`config.mk`:
```
export PLATFORM = sky130hd
export DESIGN_NAME = sha1_stream_hasher_unit
export DESIGN_NICKNAME = d
export VERILOG_FILES = /design/src/design/sha1s_pkg.sv /design/src/design/sha1s_front.sv /design/src/design/sha1s_queue.sv /design/src/design/sha1s_core.sv /design/src/design/sha1_stream_hasher_unit.sv
export SDC_FILE = /design/constraint.sdc
export NUM_CORES = 2
export LEC_CHECK = 0
export BUFFER_PORTS_ARGS = -buffer_cell sky130_fd_sc_hd__buf_2
export CAP_MARGIN = 30
export CELL_PAD_IN_SITES_DETAIL_PLACEMENT = 1
export CELL_PAD_IN_SITES_GLOBAL_PLACEMENT = 1
export CORE_MARGIN = 4
export CORE_UTILIZATION = 47
export CTS_CLUSTER_SIZE = 12
export DETAILED_ROUTE_END_ITERATION = 8
export HOLD_SLACK_MARGIN = 0.1
export PLACE_DENSITY = 0.74
export SETUP_SLACK_MARGIN = 0.02
export SKIP_CTS_REPAIR_TIMING = 1
export SLEW_MARGIN = 20
export SYNTH_ARGS = -nofsm -noshare
export SYNTH_HDL_FRONTEND = slang
export SYNTH_SLANG_ARGS = --single-unit
```
`constraint.sdc`:
```
create_clock -name clk -period 47 [get_ports clk]
set_input_delay 4.7 -clock clk [delete_from_list [all_inputs] [get_ports clk]]
set_output_delay 4.7 -clock clk [all_outputs]
set_load 0.05 [all_outputs]
```
`src/design/sha1s_pkg.sv`:
```
`timescale 1ns / 1ps
// ----------------------------------------------------------------------------
// sha1s_pkg
// Shared types, constants and round functions of the streaming SHA-1 hasher.
// ----------------------------------------------------------------------------
package sha1s_pkg;

  localparam int unsigned BLK_WORDS    = 16;
  localparam int unsigned BLK_BITS     = 32 * BLK_WORDS;
  localparam int unsigned ROUNDS       = 80;
  localparam int unsigned DIGEST_WORDS = 5;
  localparam int unsigned Q_DEPTH      = 2;
  localparam int unsigned Q_PTR_W      = $clog2(Q_DEPTH);
  localparam int unsigned Q_CNT_W      = $clog2(Q_DEPTH + 1);

  localparam logic [31:0] H0 = 32'h67452301;
  localparam logic [31:0] H1 = 32'hefcdab89;
  localparam logic [31:0] H2 = 32'h98badcfe;
  localparam logic [31:0] H3 = 32'h10325476;
  localparam logic [31:0] H4 = 32'hc3d2e1f0;

  localparam logic [31:0] K0 = 32'h5a827999;
  localparam logic [31:0] K1 = 32'h6ed9eba1;
  localparam logic [31:0] K2 = 32'h8f1bbcdc;
  localparam logic [31:0] K3 = 32'hca62c1d6;

  localparam logic [7:0] PAD_BYTE  = 8'h80;
  localparam logic [5:0] LEN_POS   = 6'd56;
  localparam logic [5:0] LAST_POS  = 6'd63;
  localparam logic [2:0] MAX_BYTES = 3'd4;
  localparam logic [2:0] LAST_IDX  = 3'd4;
  localparam logic [2:0] LAST_LEN  = 3'd7;
  localparam logic [6:0] LAST_RND  = 7'd79;

  typedef struct packed {
    logic [31:0] message_word;
    logic [2:0]  byte_count;
    logic        end_of_message;
  } in_item_t;

  typedef struct packed {
    logic [31:0] digest_word;
    logic [2:0]  word_index;
    logic        last_word;
  } out_item_t;

  typedef struct packed {
    logic [BLK_BITS-1:0] block;
    logic                last_blk;
  } blk_entry_t;

  typedef struct packed {
    logic full;
    logic empty;
  } q_stat_t;

  typedef enum logic [2:0] {
    F_IDLE,
    F_DATA,
    F_PAD,
    F_ZERO,
    F_LEN
  } front_state_t;

  typedef enum logic [1:0] {
    C_IDLE,
    C_ROUND,
    C_ADD,
    C_OUT
  } core_state_t;

  function automatic logic [31:0] init_h(input logic [2:0] idx);
    logic [31:0] h;
    case (idx)
      3'd0:    h = H0;
      3'd1:    h = H1;
      3'd2:    h = H2;
      3'd3:    h = H3;
      default: h = H4;
    endcase
    return h;
  endfunction

  function automatic logic [31:0] round_f(input logic [6:0] t, input logic [31:0] b,
                                          input logic [31:0] c, input logic [31:0] d);
    logic [31:0] f;
    if (t < 7'd20)      f = (b & c) | (~b & d);
    else if (t < 7'd40) f = b ^ c ^ d;
    else if (t < 7'd60) f = (b & c) | (b & d) | (c & d);
    else                f = b ^ c ^ d;
    return f;
  endfunction

  function automatic logic [31:0] round_k(input logic [6:0] t);
    logic [31:0] k;
    if (t < 7'd20)      k = K0;
    else if (t < 7'd40) k = K1;
    else if (t < 7'd60) k = K2;
    else                k = K3;
    return k;
  endfunction

endpackage

```
`src/design/sha1s_front.sv`:
```
`timescale 1ns / 1ps
// ----------------------------------------------------------------------------
// sha1s_front
// Takes message words, packs their bytes into 64-byte blocks, appends the
// padding and bit length on the final word, and pushes full blocks to the queue.
// ----------------------------------------------------------------------------
module sha1s_front (
  input  logic                  clk,
  input  logic                  rst_n,
  input  logic                  in_valid,
  output logic                  in_ready,
  input  sha1s_pkg::in_item_t   in_item,
  input  sha1s_pkg::q_stat_t    q_stat,
  output logic                  push,
  output sha1s_pkg::blk_entry_t push_entry
);

  sha1s_pkg::front_state_t state_r, state_nxt;

  logic [31:0]                    hold_word_r;
  logic [2:0]                     cnt_r;
  logic [1:0]                     bidx_r;
  logic                           end_r;
  logic [5:0]                     fill_r;
  logic [63:0]                    total_r;
  logic [2:0]                     len_idx_r;
  logic [sha1s_pkg::BLK_BITS-1:0] blk_r;

  logic                           accept;
  logic [2:0]                     cnt_sat;
  logic [7:0]                     byte_val;
  logic                           byte_wr;
  logic                           wr_ok;
  logic [5:0]                     fill_inc;
  logic [63:0]                    bit_len;
  logic [sha1s_pkg::BLK_BITS-1:0] blk_wr;

  assign accept   = in_valid && in_ready;
  assign cnt_sat  = (in_item.byte_count > sha1s_pkg::MAX_BYTES) ? sha1s_pkg::MAX_BYTES
                                                                 : in_item.byte_count;
  assign fill_inc = fill_r + 6'd1;
  assign bit_len  = {total_r[60:0], 3'b000};
  // hold the byte that completes a block until the queue has room
  assign wr_ok    = byte_wr && !(fill_r == sha1s_pkg::LAST_POS && q_stat.full);

  // byte source and handshake
  always_comb begin
    in_ready = 1'b0;
    byte_wr  = 1'b0;
    byte_val = 8'h00;
    unique case (state_r)
      sha1s_pkg::F_IDLE: begin
        in_ready = 1'b1;
      end
      sha1s_pkg::F_DATA: begin
        byte_wr  = 1'b1;
        byte_val = hold_word_r[{~bidx_r, 3'b000} +: 8];
      end
      sha1s_pkg::F_PAD: begin
        byte_wr  = 1'b1;
        byte_val = sha1s_pkg::PAD_BYTE;
      end
      sha1s_pkg::F_ZERO: begin
        byte_wr  = 1'b1;
      end
      sha1s_pkg::F_LEN: begin
        byte_wr  = 1'b1;
        byte_val = bit_len[{~len_idx_r, 3'b000} +: 8];
      end
      default: begin
        byte_wr  = 1'b0;
      end
    endcase
  end

  always_comb begin
    blk_wr = blk_r;
    blk_wr[{~fill_r, 3'b000} +: 8] = byte_val;
  end

  assign push                = wr_ok && (fill_r == sha1s_pkg::LAST_POS);
  assign push_entry.block    = blk_wr;
  assign push_entry.last_blk = (state_r == sha1s_pkg::F_LEN);

  // next state
  always_comb begin
    state_nxt = state_r;
    unique case (state_r)
      sha1s_pkg::F_IDLE: begin
        if (accept) begin
          if (cnt_sat != 3'd0)             state_nxt = sha1s_pkg::F_DATA;
          else if (in_item.end_of_message) state_nxt = sha1s_pkg::F_PAD;
        end
      end
      sha1s_pkg::F_DATA: begin
        if (wr_ok && ({1'b0, bidx_r} + 3'd1 == cnt_r)) begin
          state_nxt = end_r ? sha1s_pkg::F_PAD : sha1s_pkg::F_IDLE;
        end
      end
      sha1s_pkg::F_PAD, sha1s_pkg::F_ZERO: begin
        if (wr_ok) begin
          state_nxt = (fill_inc == sha1s_pkg::LEN_POS) ? sha1s_pkg::F_LEN : sha1s_pkg::F_ZERO;
        end
      end
      sha1s_pkg::F_LEN: begin
        if (wr_ok && len_idx_r == sha1s_pkg::LAST_LEN) state_nxt = sha1s_pkg::F_IDLE;
      end
      default: begin
        state_nxt = sha1s_pkg::F_IDLE;
      end
    endcase
  end

  always_ff @(posedge clk) begin
    if (!rst_n) begin
      state_r   <= sha1s_pkg::F_IDLE;
      fill_r    <= '0;
      total_r   <= '0;
      len_idx_r <= '0;
      bidx_r    <= '0;
    end else begin
      state_r <= state_nxt;
      if (accept) begin
        bidx_r <= '0;
      end else if (wr_ok && state_r == sha1s_pkg::F_DATA) begin
        bidx_r <= bidx_r + 2'd1;
      end
      if (wr_ok) begin
        fill_r <= fill_inc;
      end
      if (wr_ok && state_r == sha1s_pkg::F_DATA) begin
        total_r <= total_r + 64'd1;
      end else if (wr_ok && state_r == sha1s_pkg::F_LEN && len_idx_r == sha1s_pkg::LAST_LEN) begin
        total_r <= '0;
      end
      if (wr_ok && state_r == sha1s_pkg::F_LEN) begin
        len_idx_r <= len_idx_r + 3'd1;
      end
    end
  end

  always_ff @(posedge clk) begin
    if (accept) begin
      hold_word_r <= in_item.message_word;
      cnt_r       <= cnt_sat;
      end_r       <= in_item.end_of_message;
    end
    if (wr_ok) begin
      blk_r <= blk_wr;
    end
  end

  a_len_in_tail: assert property (@(posedge clk) disable iff (!rst_n)
    state_r == sha1s_pkg::F_LEN |-> fill_r >= sha1s_pkg::LEN_POS)
    else $error("length bytes outside the block tail");

  a_len_closes_block: assert property (@(posedge clk) disable iff (!rst_n)
    (wr_ok && state_r == sha1s_pkg::F_LEN && len_idx_r == sha1s_pkg::LAST_LEN) |-> push)
    else $error("last length byte did not complete a block");

endmodule

```
`src/design/sha1s_queue.sv`:
```
`timescale 1ns / 1ps
// ----------------------------------------------------------------------------
// sha1s_queue
// Short block queue between the byte packer and the compression engine.
// ----------------------------------------------------------------------------
module sha1s_queue (
  input  logic                  clk,
  input  logic                  rst_n,
  input  logic                  push,
  input  sha1s_pkg::blk_entry_t push_entry,
  input  logic                  pop,
  output sha1s_pkg::blk_entry_t head,
  output sha1s_pkg::q_stat_t    q_stat
);

  sha1s_pkg::blk_entry_t mem_r [sha1s_pkg::Q_DEPTH];

  logic [sha1s_pkg::Q_PTR_W-1:0] wr_ptr_r;
  logic [sha1s_pkg::Q_PTR_W-1:0] rd_ptr_r;
  logic [sha1s_pkg::Q_CNT_W-1:0] count_r;

  assign q_stat.full  = (count_r == sha1s_pkg::Q_CNT_W'(sha1s_pkg::Q_DEPTH));
  assign q_stat.empty = (count_r == '0);
  assign head         = mem_r[rd_ptr_r];

  always_ff @(posedge clk) begin
    if (!rst_n) begin
      wr_ptr_r <= '0;
      rd_ptr_r <= '0;
      count_r  <= '0;
    end else begin
      if (push) begin
        wr_ptr_r <= (wr_ptr_r == sha1s_pkg::Q_PTR_W'(sha1s_pkg::Q_DEPTH - 1)) ? '0
                                                                               : wr_ptr_r + 1'b1;
      end
      if (pop) begin
        rd_ptr_r <= (rd_ptr_r == sha1s_pkg::Q_PTR_W'(sha1s_pkg::Q_DEPTH - 1)) ? '0
                                                                               : rd_ptr_r + 1'b1;
      end
      if (push && !pop)      count_r <= count_r + 1'b1;
      else if (pop && !push) count_r <= count_r - 1'b1;
    end
  end

  always_ff @(posedge clk) begin
    if (push) begin
      mem_r[wr_ptr_r] <= push_entry;
    end
  end

  a_no_overflow: assert property (@(posedge clk) disable iff (!rst_n)
    !(push && q_stat.full && !pop) && !(pop && q_stat.empty))
    else $error("block queue overflow or underflow");

endmodule

```
`src/design/sha1s_core.sv`:
```
`timescale 1ns / 1ps
// ----------------------------------------------------------------------------
// sha1s_core
// SHA-1 compression engine: one round per cycle with a rolling 16-word
// schedule, chaining update, and digest output through a result register.
// ----------------------------------------------------------------------------
module sha1s_core (
  input  logic                  clk,
  input  logic                  rst_n,
  input  sha1s_pkg::q_stat_t    q_stat,
  input  sha1s_pkg::blk_entry_t head,
  output logic                  pop,
  output logic                  out_valid,
  input  logic                  out_ready,
  output sha1s_pkg::out_item_t  out_item
);

  sha1s_pkg::core_state_t state_r, state_nxt;

  logic [6:0]                                       rnd_r;
  logic [sha1s_pkg::BLK_WORDS-1:0][31:0]            w_r;
  logic [31:0]                                      a_r, b_r, c_r, d_r, e_r;
  logic [sha1s_pkg::DIGEST_WORDS-1:0][31:0]         chain_r;
  logic                                             last_r;
  logic [2:0]                                       oidx_r;
  logic                                             out_valid_r;
  sha1s_pkg::out_item_t                             out_item_r;

  logic        slot_free;
  logic        load_out;
  logic [31:0] w_mix;
  logic [31:0] w_new;
  logic [31:0] t_sum;

  assign slot_free = !out_valid_r || out_ready;
  assign out_valid = out_valid_r;
  assign out_item  = out_item_r;

  assign w_mix = w_r[13] ^ w_r[8] ^ w_r[2] ^ w_r[0];
  assign w_new = {w_mix[30:0], w_mix[31]};
  assign t_sum = {a_r[26:0], a_r[31:27]} + sha1s_pkg::round_f(rnd_r, b_r, c_r, d_r)
               + e_r + w_r[0] + sha1s_pkg::round_k(rnd_r);

  // outputs
  always_comb begin
    pop      = 1'b0;
    load_out = 1'b0;
    unique case (state_r)
      sha1s_pkg::C_IDLE:  pop      = !q_stat.empty;
      sha1s_pkg::C_OUT:   load_out = slot_free;
      default:            pop      = 1'b0;
    endcase
  end

  // next state
  always_comb begin
    state_nxt = state_r;
    unique case (state_r)
      sha1s_pkg::C_IDLE: begin
        if (!q_stat.empty) state_nxt = sha1s_pkg::C_ROUND;
      end
      sha1s_pkg::C_ROUND: begin
        if (rnd_r == sha1s_pkg::LAST_RND) state_nxt = sha1s_pkg::C_ADD;
      end
      sha1s_pkg::C_ADD: begin
        state_nxt = last_r ? sha1s_pkg::C_OUT : sha1s_pkg::C_IDLE;
      end
      sha1s_pkg::C_OUT: begin
        if (slot_free && oidx_r == sha1s_pkg::LAST_IDX) state_nxt = sha1s_pkg::C_IDLE;
      end
      default: begin
        state_nxt = sha1s_pkg::C_IDLE;
      end
    endcase
  end

  always_ff @(posedge clk) begin
    if (!rst_n) begin
      state_r     <= sha1s_pkg::C_IDLE;
      out_valid_r <= 1'b0;
      rnd_r       <= '0;
      oidx_r      <= '0;
      for (int i = 0; i < sha1s_pkg::DIGEST_WORDS; i++) begin
        chain_r[i] <= sha1s_pkg::init_h(3'(i));
      end
    end else begin
      state_r <= state_nxt;
      if (pop) begin
        rnd_r <= '0;
      end else if (state_r == sha1s_pkg::C_ROUND) begin
        rnd_r <= rnd_r + 7'd1;
      end
      if (state_r == sha1s_pkg::C_ADD) begin
        chain_r[0] <= chain_r[0] + a_r;
        chain_r[1] <= chain_r[1] + b_r;
        chain_r[2] <= chain_r[2] + c_r;
        chain_r[3] <= chain_r[3] + d_r;
        chain_r[4] <= chain_r[4] + e_r;
        oidx_r     <= '0;
      end else if (load_out) begin
        oidx_r <= oidx_r + 3'd1;
        // start the next message from the initial hash once the last word leaves
        if (oidx_r == sha1s_pkg::LAST_IDX) begin
          for (int i = 0; i < sha1s_pkg::DIGEST_WORDS; i++) begin
            chain_r[i] <= sha1s_pkg::init_h(3'(i));
          end
        end
      end
      if (load_out)       out_valid_r <= 1'b1;
      else if (out_ready) out_valid_r <= 1'b0;
    end
  end

  always_ff @(posedge clk) begin
    if (pop) begin
      for (int i = 0; i < sha1s_pkg::BLK_WORDS; i++) begin
        w_r[i] <= head.block[sha1s_pkg::BLK_BITS - 32 * (i + 1) +: 32];
      end
      a_r    <= chain_r[0];
      b_r    <= chain_r[1];
      c_r    <= chain_r[2];
      d_r    <= chain_r[3];
      e_r    <= chain_r[4];
      last_r <= head.last_blk;
    end else if (state_r == sha1s_pkg::C_ROUND) begin
      for (int i = 0; i < sha1s_pkg::BLK_WORDS - 1; i++) begin
        w_r[i] <= w_r[i + 1];
      end
      w_r[sha1s_pkg::BLK_WORDS - 1] <= w_new;
      e_r <= d_r;
      d_r <= c_r;
      c_r <= {b_r[1:0], b_r[31:2]};
      b_r <= a_r;
      a_r <= t_sum;
    end
    if (load_out) begin
      out_item_r.digest_word <= chain_r[oidx_r];
      out_item_r.word_index  <= oidx_r;
      out_item_r.last_word   <= (oidx_r == sha1s_pkg::LAST_IDX);
    end
  end

  a_pop_starts_rounds: assert property (@(posedge clk) disable iff (!rst_n)
    pop |=> (state_r == sha1s_pkg::C_ROUND && rnd_r == 7'd0))
    else $error("block taken without starting the rounds");

  a_out_only_final: assert property (@(posedge clk) disable iff (!rst_n)
    state_r == sha1s_pkg::C_OUT |-> last_r)
    else $error("digest output after a non-final block");

  a_last_word_index: assert property (@(posedge clk) disable iff (!rst_n)
    (out_valid_r && out_item_r.last_word) |-> out_item_r.word_index == sha1s_pkg::LAST_IDX)
    else $error("last digest word with wrong index");

endmodule

```
`src/design/sha1_stream_hasher_unit.sv`:
```
`timescale 1ns / 1ps
// ----------------------------------------------------------------------------
// sha1_stream_hasher_unit
// Streaming SHA-1: byte packer, block queue and round engine.
// ----------------------------------------------------------------------------
// Input: a word is taken only while the packer is idle; its N valid bytes then go in
//   one per cycle, a block's last byte waiting while the queue is full. Engine: load,
//   80 rounds at one per cycle, add per 64-byte block, overlapped with packing of
//   the next block through a two-block queue; full-word throughput is set by the round engine.
// Final word: up to 72 pad/length bytes in one or two blocks, one per cycle unless
//   the queue is full, then five digest items, one per cycle while out_ready is high.
// Reset (synchronous, rst_n low) clears all control and loads the initial hash.
module sha1_stream_hasher_unit (
  input  logic                 clk,
  input  logic                 rst_n,
  input  logic                 in_valid,
  output logic                 in_ready,
  input  sha1s_pkg::in_item_t  in_item,
  output logic                 out_valid,
  input  logic                 out_ready,
  output sha1s_pkg::out_item_t out_item
);

  logic                  push;
  logic                  pop;
  sha1s_pkg::blk_entry_t push_entry;
  sha1s_pkg::blk_entry_t head;
  sha1s_pkg::q_stat_t    q_stat;

  sha1s_front u_front (
    .clk        (clk),
    .rst_n      (rst_n),
    .in_valid   (in_valid),
    .in_ready   (in_ready),
    .in_item    (in_item),
    .q_stat     (q_stat),
    .push       (push),
    .push_entry (push_entry)
  );

  sha1s_queue u_queue (
    .clk        (clk),
    .rst_n      (rst_n),
    .push       (push),
    .push_entry (push_entry),
    .pop        (pop),
    .head       (head),
    .q_stat     (q_stat)
  );

  sha1s_core u_core (
    .clk       (clk),
    .rst_n     (rst_n),
    .q_stat    (q_stat),
    .head      (head),
    .pop       (pop),
    .out_valid (out_valid),
    .out_ready (out_ready),
    .out_item  (out_item)
  );

endmodule

```
# Yosys cells after proc, flatten, opt, wreduce, memory -nomap -nowiden
# Memories as Yosys holds them, arrays and structs flattened. A register that Yosys moved wholly into a read port is not among the register bits.
# Index checks and enable logic that the tools add are counted.
word_totals:
  regBits: 1512
  ram_bits: 1026
  out_inout_bits: 38
  wordCells: 208
  memories: 1
memory_table:
  columns: ["name", "depth", "width", "rd", "rd_clocked_by_memory_dff", "write_ports", "line", "text"]
  rows:
  - ["u_queue.mem_r", 2, 513, 1, 1, 1, "sha1s_queue.sv:16", "sha1s_pkg::blk_entry_t mem_r [sha1s_pkg::Q_DEPTH];"]
classes:
  addsub: 21
  magnitude_cmp: 5
  n_eq_ne: 22
  shifts: 4
  muxes: 56
  bitwise_logic: 17
  reduce_logical: 36
op_table:
  columns: ["cell", "count"]
  rows:
  - ["512-bit 2-to-1 mux", 2]
  - ["512-bit bitwise mux", 1]
  - ["32-bit 2-to-1 mux", 16]
  - ["8-bit by 11-bit variable shift with 512-bit output (first input constant)", 1]
  - ["8-bit by 11-bit variable part select with 512-bit output", 1]
  - ["160-bit 2-to-1 mux", 3]
  - ["32-bit adder", 9]
  - ["32-bit XOR", 5]
  - ["32-bit bitwise AND", 4]
  - ["64-bit 2-to-1 mux", 2]
  - ["32-bit binary-select mux with 3-bit select", 1]
  - ["32-bit bitwise OR", 3]
  - ["64-bit by 1-bit adder with 64-bit output (second input constant)", 1]
  - ["64-bit by 7-bit variable part select with 8-bit output", 1]
  - ["32-bit inverter", 1]
  - ["32-bit by 6-bit variable part select with 8-bit output", 1]
  - ["31-bit 2-to-1 mux", 1]
  - ["3-bit 2-to-1 mux", 8]
  - ["8-bit case mux with 3 select lines", 1]
  - ["7-bit by 6-bit less-than comparator with 1-bit output (second input constant)", 2]
  - ["2-bit 2-to-1 mux", 7]
  - ["6-bit equality test (second input constant)", 2]
  - ["1-bit logical AND", 12]
  - ["1-bit 2-to-1 mux", 12]
  - ["38 further kinds", 64]

# Longest topological paths before layout
depth:
  ltp_word: 12
  mapped_depth: 28
  depth_no_buf: 27

# Cells and area by module
# Synthesis repeated with hierarchy kept, for this count alone.
unflattened:
  hier_cells: 8726
  hier_area_um2: 115364.4
modules_own_cells:
  columns: ["module", "n_inst", "cells_per_inst", "area_each_um2"]
  rows:
  - ["sha1s_core", 1, 5309, 50033.0]
  - ["sha1s_queue", 1, 1618, 37419.6]
  - ["sha1s_front", 1, 1799, 27911.8]

# Worst setup path before layout
# OpenSTA, ideal clock, no wires.
synth_timing:
  path_type: "register -> register"
  from: "register u_front.fill_r[0]"
  to: "register u_queue.wr_ptr_r"
  setup_time_ns: 0.158
  arrival_ns: 51.286
  required_ns: 46.842
  slack_ns: -4.445
  path_stages_with_launch: 9
  period_less_slack_ns: 51.445
  cell_sequence: "dfxtp_1 -> ha_1 -> buf_2 -> nand2_1 -> nor4b_1 -> a21oi_1 -> nand2_1 -> nor2_1 -> o21a_1"
synth_between:
  elab_chain_len: 5
synth_rtl:
  columns: ["item", "line", "text"]
  rows:
  - ["start: declaration", "sha1s_front.sv:24", "logic [5:0] fill_r;"]
  - ["start signal: assignment", "sha1s_front.sv:129", "fill_r <= fill_inc;"]
  - ["6-bit equality test", "sha1s_front.sv:44", "assign wr_ok = byte_wr && !(fill_r == sha1s_pkg::LAST_POS && q_stat.full);"]
  - ["1-bit logical AND", "sha1s_front.sv:44", null]
  - ["1-bit zero test", "sha1s_front.sv:44", null]
  - ["1-bit logical AND", "sha1s_front.sv:44", null]
  - ["named net u_front.wr_ok", "sha1s_front.sv:33", "logic wr_ok;"]
  - ["1-bit logical AND", "sha1s_front.sv:81", "assign push = wr_ok && (fill_r == sha1s_pkg::LAST_POS);"]
  - ["end signal: assignment", "sha1s_queue.sv:33", "wr_ptr_r <= (wr_ptr_r == sha1s_pkg::Q_PTR_W'(sha1s_pkg::Q_DEPTH - 1)) ? '0"]
  - ["end: declaration", "sha1s_queue.sv:18", "logic [sha1s_pkg::Q_PTR_W-1:0] wr_ptr_r;"]
# The timed path passes the listed nets, and every way through them passes these cells.
# A chain may end at the register's enable or synchronous reset.

# Worst setup path after layout
layout_timing:
  from: "register u_front.fill_r[0]"
  to: "memory u_queue.mem_r[0][186] (netlist name) (enable)"
layout_between:
  elab_chain_len: 7
layout_rtl:
  columns: ["item", "line", "text"]
  rows:
  - ["6-bit equality test", "sha1s_front.sv:44", null]
  - ["1-bit logical AND", "sha1s_front.sv:44", null]
  - ["1-bit zero test", "sha1s_front.sv:44", null]
  - ["1-bit logical AND", "sha1s_front.sv:44", null]
  - ["named net u_front.wr_ok", "sha1s_front.sv:33", null]
  - ["1-bit logical AND", "sha1s_front.sv:81", null]
  - ["1-bit 2-to-1 mux", "sha1s_queue.sv:46", "if (push) begin"]
  - ["1-bit 2-to-1 mux (not written as such)", "sha1s_queue.sv:47", "mem_r[wr_ptr_r] <= push_entry;"]
  - ["end: declaration", "sha1s_queue.sv:16", null]
# The timed path passes the listed nets, and every way through them passes these cells.

==> impl_metrics.yaml <==
synth:
  synth_cells: 8548
  synth.distinct_cells: 90
  avgSynthCellArea_sq_um: 13.1
  synth_seq_cells: 2536
  yosys_most_used_dff: "edfxtp_1"
  synth_area_sq_um: 112000
  ys_warn_count: 0
  ys_seq_area_frac: 0.658
  async_flop_share: 0
  synth_edf_count: 2283
  synth_nets: 8941
global_route:
  grtUsageTotal: 0.245
  grt_pass1_vias: 74218
  antenna_found_initial: 9
  grt_max_degree: 236
  grt_pass1_wl_um: 461000
  grt_remaining_overflow: 0
timing:
  worst_pin_slew_ns: 1.07
  setup_tns_ns: 0
  skew_ns: 0.0674
  finalSetupViolCount: 0
  hold_viol_final: 0
  fin_crit_sh: 0.161
  slew_headroom: 0.289
  holdWs_ns: 0.484
  rsz0062_at_grt: "false"
  fmax_mhz: 132
  post-route-min-period_ns: 7.57
  drv_slew: 0
detailed_routing:
  viasPerCell: 5.83
  first_pass_iters: 6
  drt_iter0_drc: 5939
  drt_wl_total_um: 305000
  avgRoutedWirePerCell_um: 25.4
  drc_errors: 0
  final_antenna_net_count: 0
  dr_total_vias: 69915
clocking:
  clock_path_buffers: 4
  cts_tree: "built"
  cts.clk_slew.worst_paths_ns: 0.06
  cts_htree_levels: 5
  clock-sinks: 2536
  cts_buffers: 292
  cts-root-buf: "clkbuf_16"
  insertion_delay_ns: 0.94
final_layout:
  nNetsFinal: 9047
  drive_gt1_frac: 0.102
  area_growth_pct: 11.6
  fin_area_sq_um: 125000
die:
  start_util: 0.474
  rows: 178
  io_pins: 78
  die_h_um: 496
  coreArea_sq_um: 236000
  die_w_um: 496
  dieArea_sq_um: 246000
placement:
  dp_hpwl_um: 192000
  post_dp_cell_area_sq_um: 116000
  globalplace.congestion: 0.880
  port_buffers: 77
run_status:
  status: "completed"
worst_hold_path:
  hp-class: "reg2reg"
power_and_ir_drop:
  power_density_nw_per_um2: 78.2
  ir_drop_v: 0.0000809
  power.leakage_nw: 44.4
critical_path:
  worstSetupPathType: "reg2reg"
  startpoint_type: "flop"
  cp_data_required_time_ns: 47.55
  cp_max_fo: 135
  cp-end-kind: "flop"
  cp_data_arrival_time_ns: 8.12
job:
  drv_cap: 0
## sequential cells by signal (all words and copies together) (netlist names), 36 cells and up, named ones only
| signal | cells |
|---|---|
| u_queue.mem_r | 1026 |
| u_core.out_item | 36 |
| u_front.total_r | 61 |
| u_front.blk_r | 512 |
| u_core.chain_r | 160 |
| u_core.w_r | 512 |
## synth_stat cells (29+ instances only)
| cell | n | area [sq um] |
|---|---|---|
| edfxtp_1 | 2283 | 68600 |
| nand2_1 | 1283 | 4820 |
| o21ai_0 | 776 | 3880 |
| mux2i_1 | 546 | 5470 |
| nor2_1 | 493 | 1850 |
| a21oi_1 | 420 | 2100 |
| clkbuf_1 | 387 | 1450 |
| dfxtp_1 | 253 | 5060 |
| inv_1 | 251 | 942 |
| ha_1 | 229 | 2870 |
| mux2_2 | 189 | 2130 |
| xnor2_1 | 160 | 1400 |
| fa_1 | 124 | 2480 |
| xor2_1 | 122 | 1070 |
| nor2b_1 | 110 | 688 |
| a21o_1 | 88 | 661 |
| nand3_1 | 77 | 385 |
| and2_1 | 55 | 344 |
| mux4_2 | 53 | 1190 |
| o21ai_1 | 53 | 265 |
| o22ai_1 | 48 | 300 |
| a22oi_1 | 46 | 345 |
| and3_1 | 44 | 275 |
| o21a_1 | 38 | 285 |
| nand2b_1 | 36 | 225 |
| nor3_1 | 35 | 175 |
| nand4_1 | 29 | 181 |
## cells by family (layout without fill, tap and decap cells)
group,count (synthesis),count (layout),synth area share
flops,2536,2536,0.658
simple gates,2243,2243,0.0851
compound gates,1678,1678,0.0855
mux,789,789,0.0787
buf+inv,666,952,0.0226
fa+ha+maj,353,353,0.0478
xor+xnor,283,283,0.0222
other cells,0,3,0
## metal layers
layer,track usage,part of all wire,vias to the layer above
met5,0,0,-
met4,0.0662,0.026,0
met3,0.0271,0.049,460
met2,0.417,0.49,1912
met1,0.336,0.43,36206
li1,-,-,31337
## final cells by class
cell class	instances	area [sq um]
Clock buffer	383	7950
Antenna cell	3	7.51
Fill cell	23348	111000
Multi-Input combinational cell	5346	35900
Clock inverter	91	608
Sequential cell	2536	73600
Timing Repair Buffer	225	1830
Tap cell	3150	3940
Inverter	253	965
## report_power, final
group / total [mW] / switching (mW) / internal [mW]
combinational: 3.95 / 2.49 / 1.47
clock: 2.09 / 0.881 / 1.21
sequential: 3.71 / 0.352 / 3.36
total: 9.76 / 3.72 / 6.04
## final timing paths
check        slack (ns)                            from                               to  cells after the start
min reg2reg        0.48       u_core.w_r[176]$_DFFE_PP_        u_core.w_r[144]$_DFFE_PP_                      2
max               39.43  u_front.fill_r[0]$_SDFFE_PN0P_  u_queue.mem_r[0][186]$_DFFE_PP_                     13
max reg2reg       39.43  u_front.fill_r[0]$_SDFFE_PN0P_  u_queue.mem_r[0][186]$_DFFE_PP_                     13
min                0.48       u_core.w_r[176]$_DFFE_PP_        u_core.w_r[144]$_DFFE_PP_                      2
## stage by stage
stage	util	instances	setup slack [ns]	total power, mW
after detailed placement	0.492	11505	39.38	7.66
final	0.529	11987	39.43	9.76
after floorplan	-	8548	7.10	6.69
after global routing	0.529	11985	39.07	10.4
after global placement	0.491	11488	39.06	7.44
after CTS	0.528	11979	39.38	9.82
## worst max-delay path, stage by stage, from the launching register on
cell and delay, ns:
dfxtp_1 0.48, ha_1 0.40, nand2_1 0.28, buf_4 0.25, nor4b_2 0.11, a21oi_4 0.17
buf_12 0.61, nand2_1 0.26, nor2_4 0.49, buf_4 0.65, buf_4 0.85, buf_4 0.76
buf_4 0.86, buf_4 0.71
## placed cells by master, fill, tap and decap left out, types with 35 or more instances in the layout
cell / n
nand2b_1: 35
and3_1: 43
nand2_1: 1281
o21ai_0: 776
o21ai_1: 52
ha_1: 229
clkbuf_16: 301
a21o_1: 88
and2_1: 55
buf_2: 77
clkbuf_1: 71
nor2_1: 474
edfxtp_1: 2283
dfxtp_1: 250
fa_1: 124
buf_4: 123
clkinv_2: 37
o22ai_1: 48
xnor2_1: 160
inv_1: 250
a22oi_1: 46
nor2b_1: 108
o21a_1: 38
nor3_1: 35
xor2_1: 122
mux2i_1: 546
mux2_2: 189
clkinv_1: 41
a21oi_1: 411
nand3_1: 77
mux4_2: 53
(Power assumes the default switching activity.)
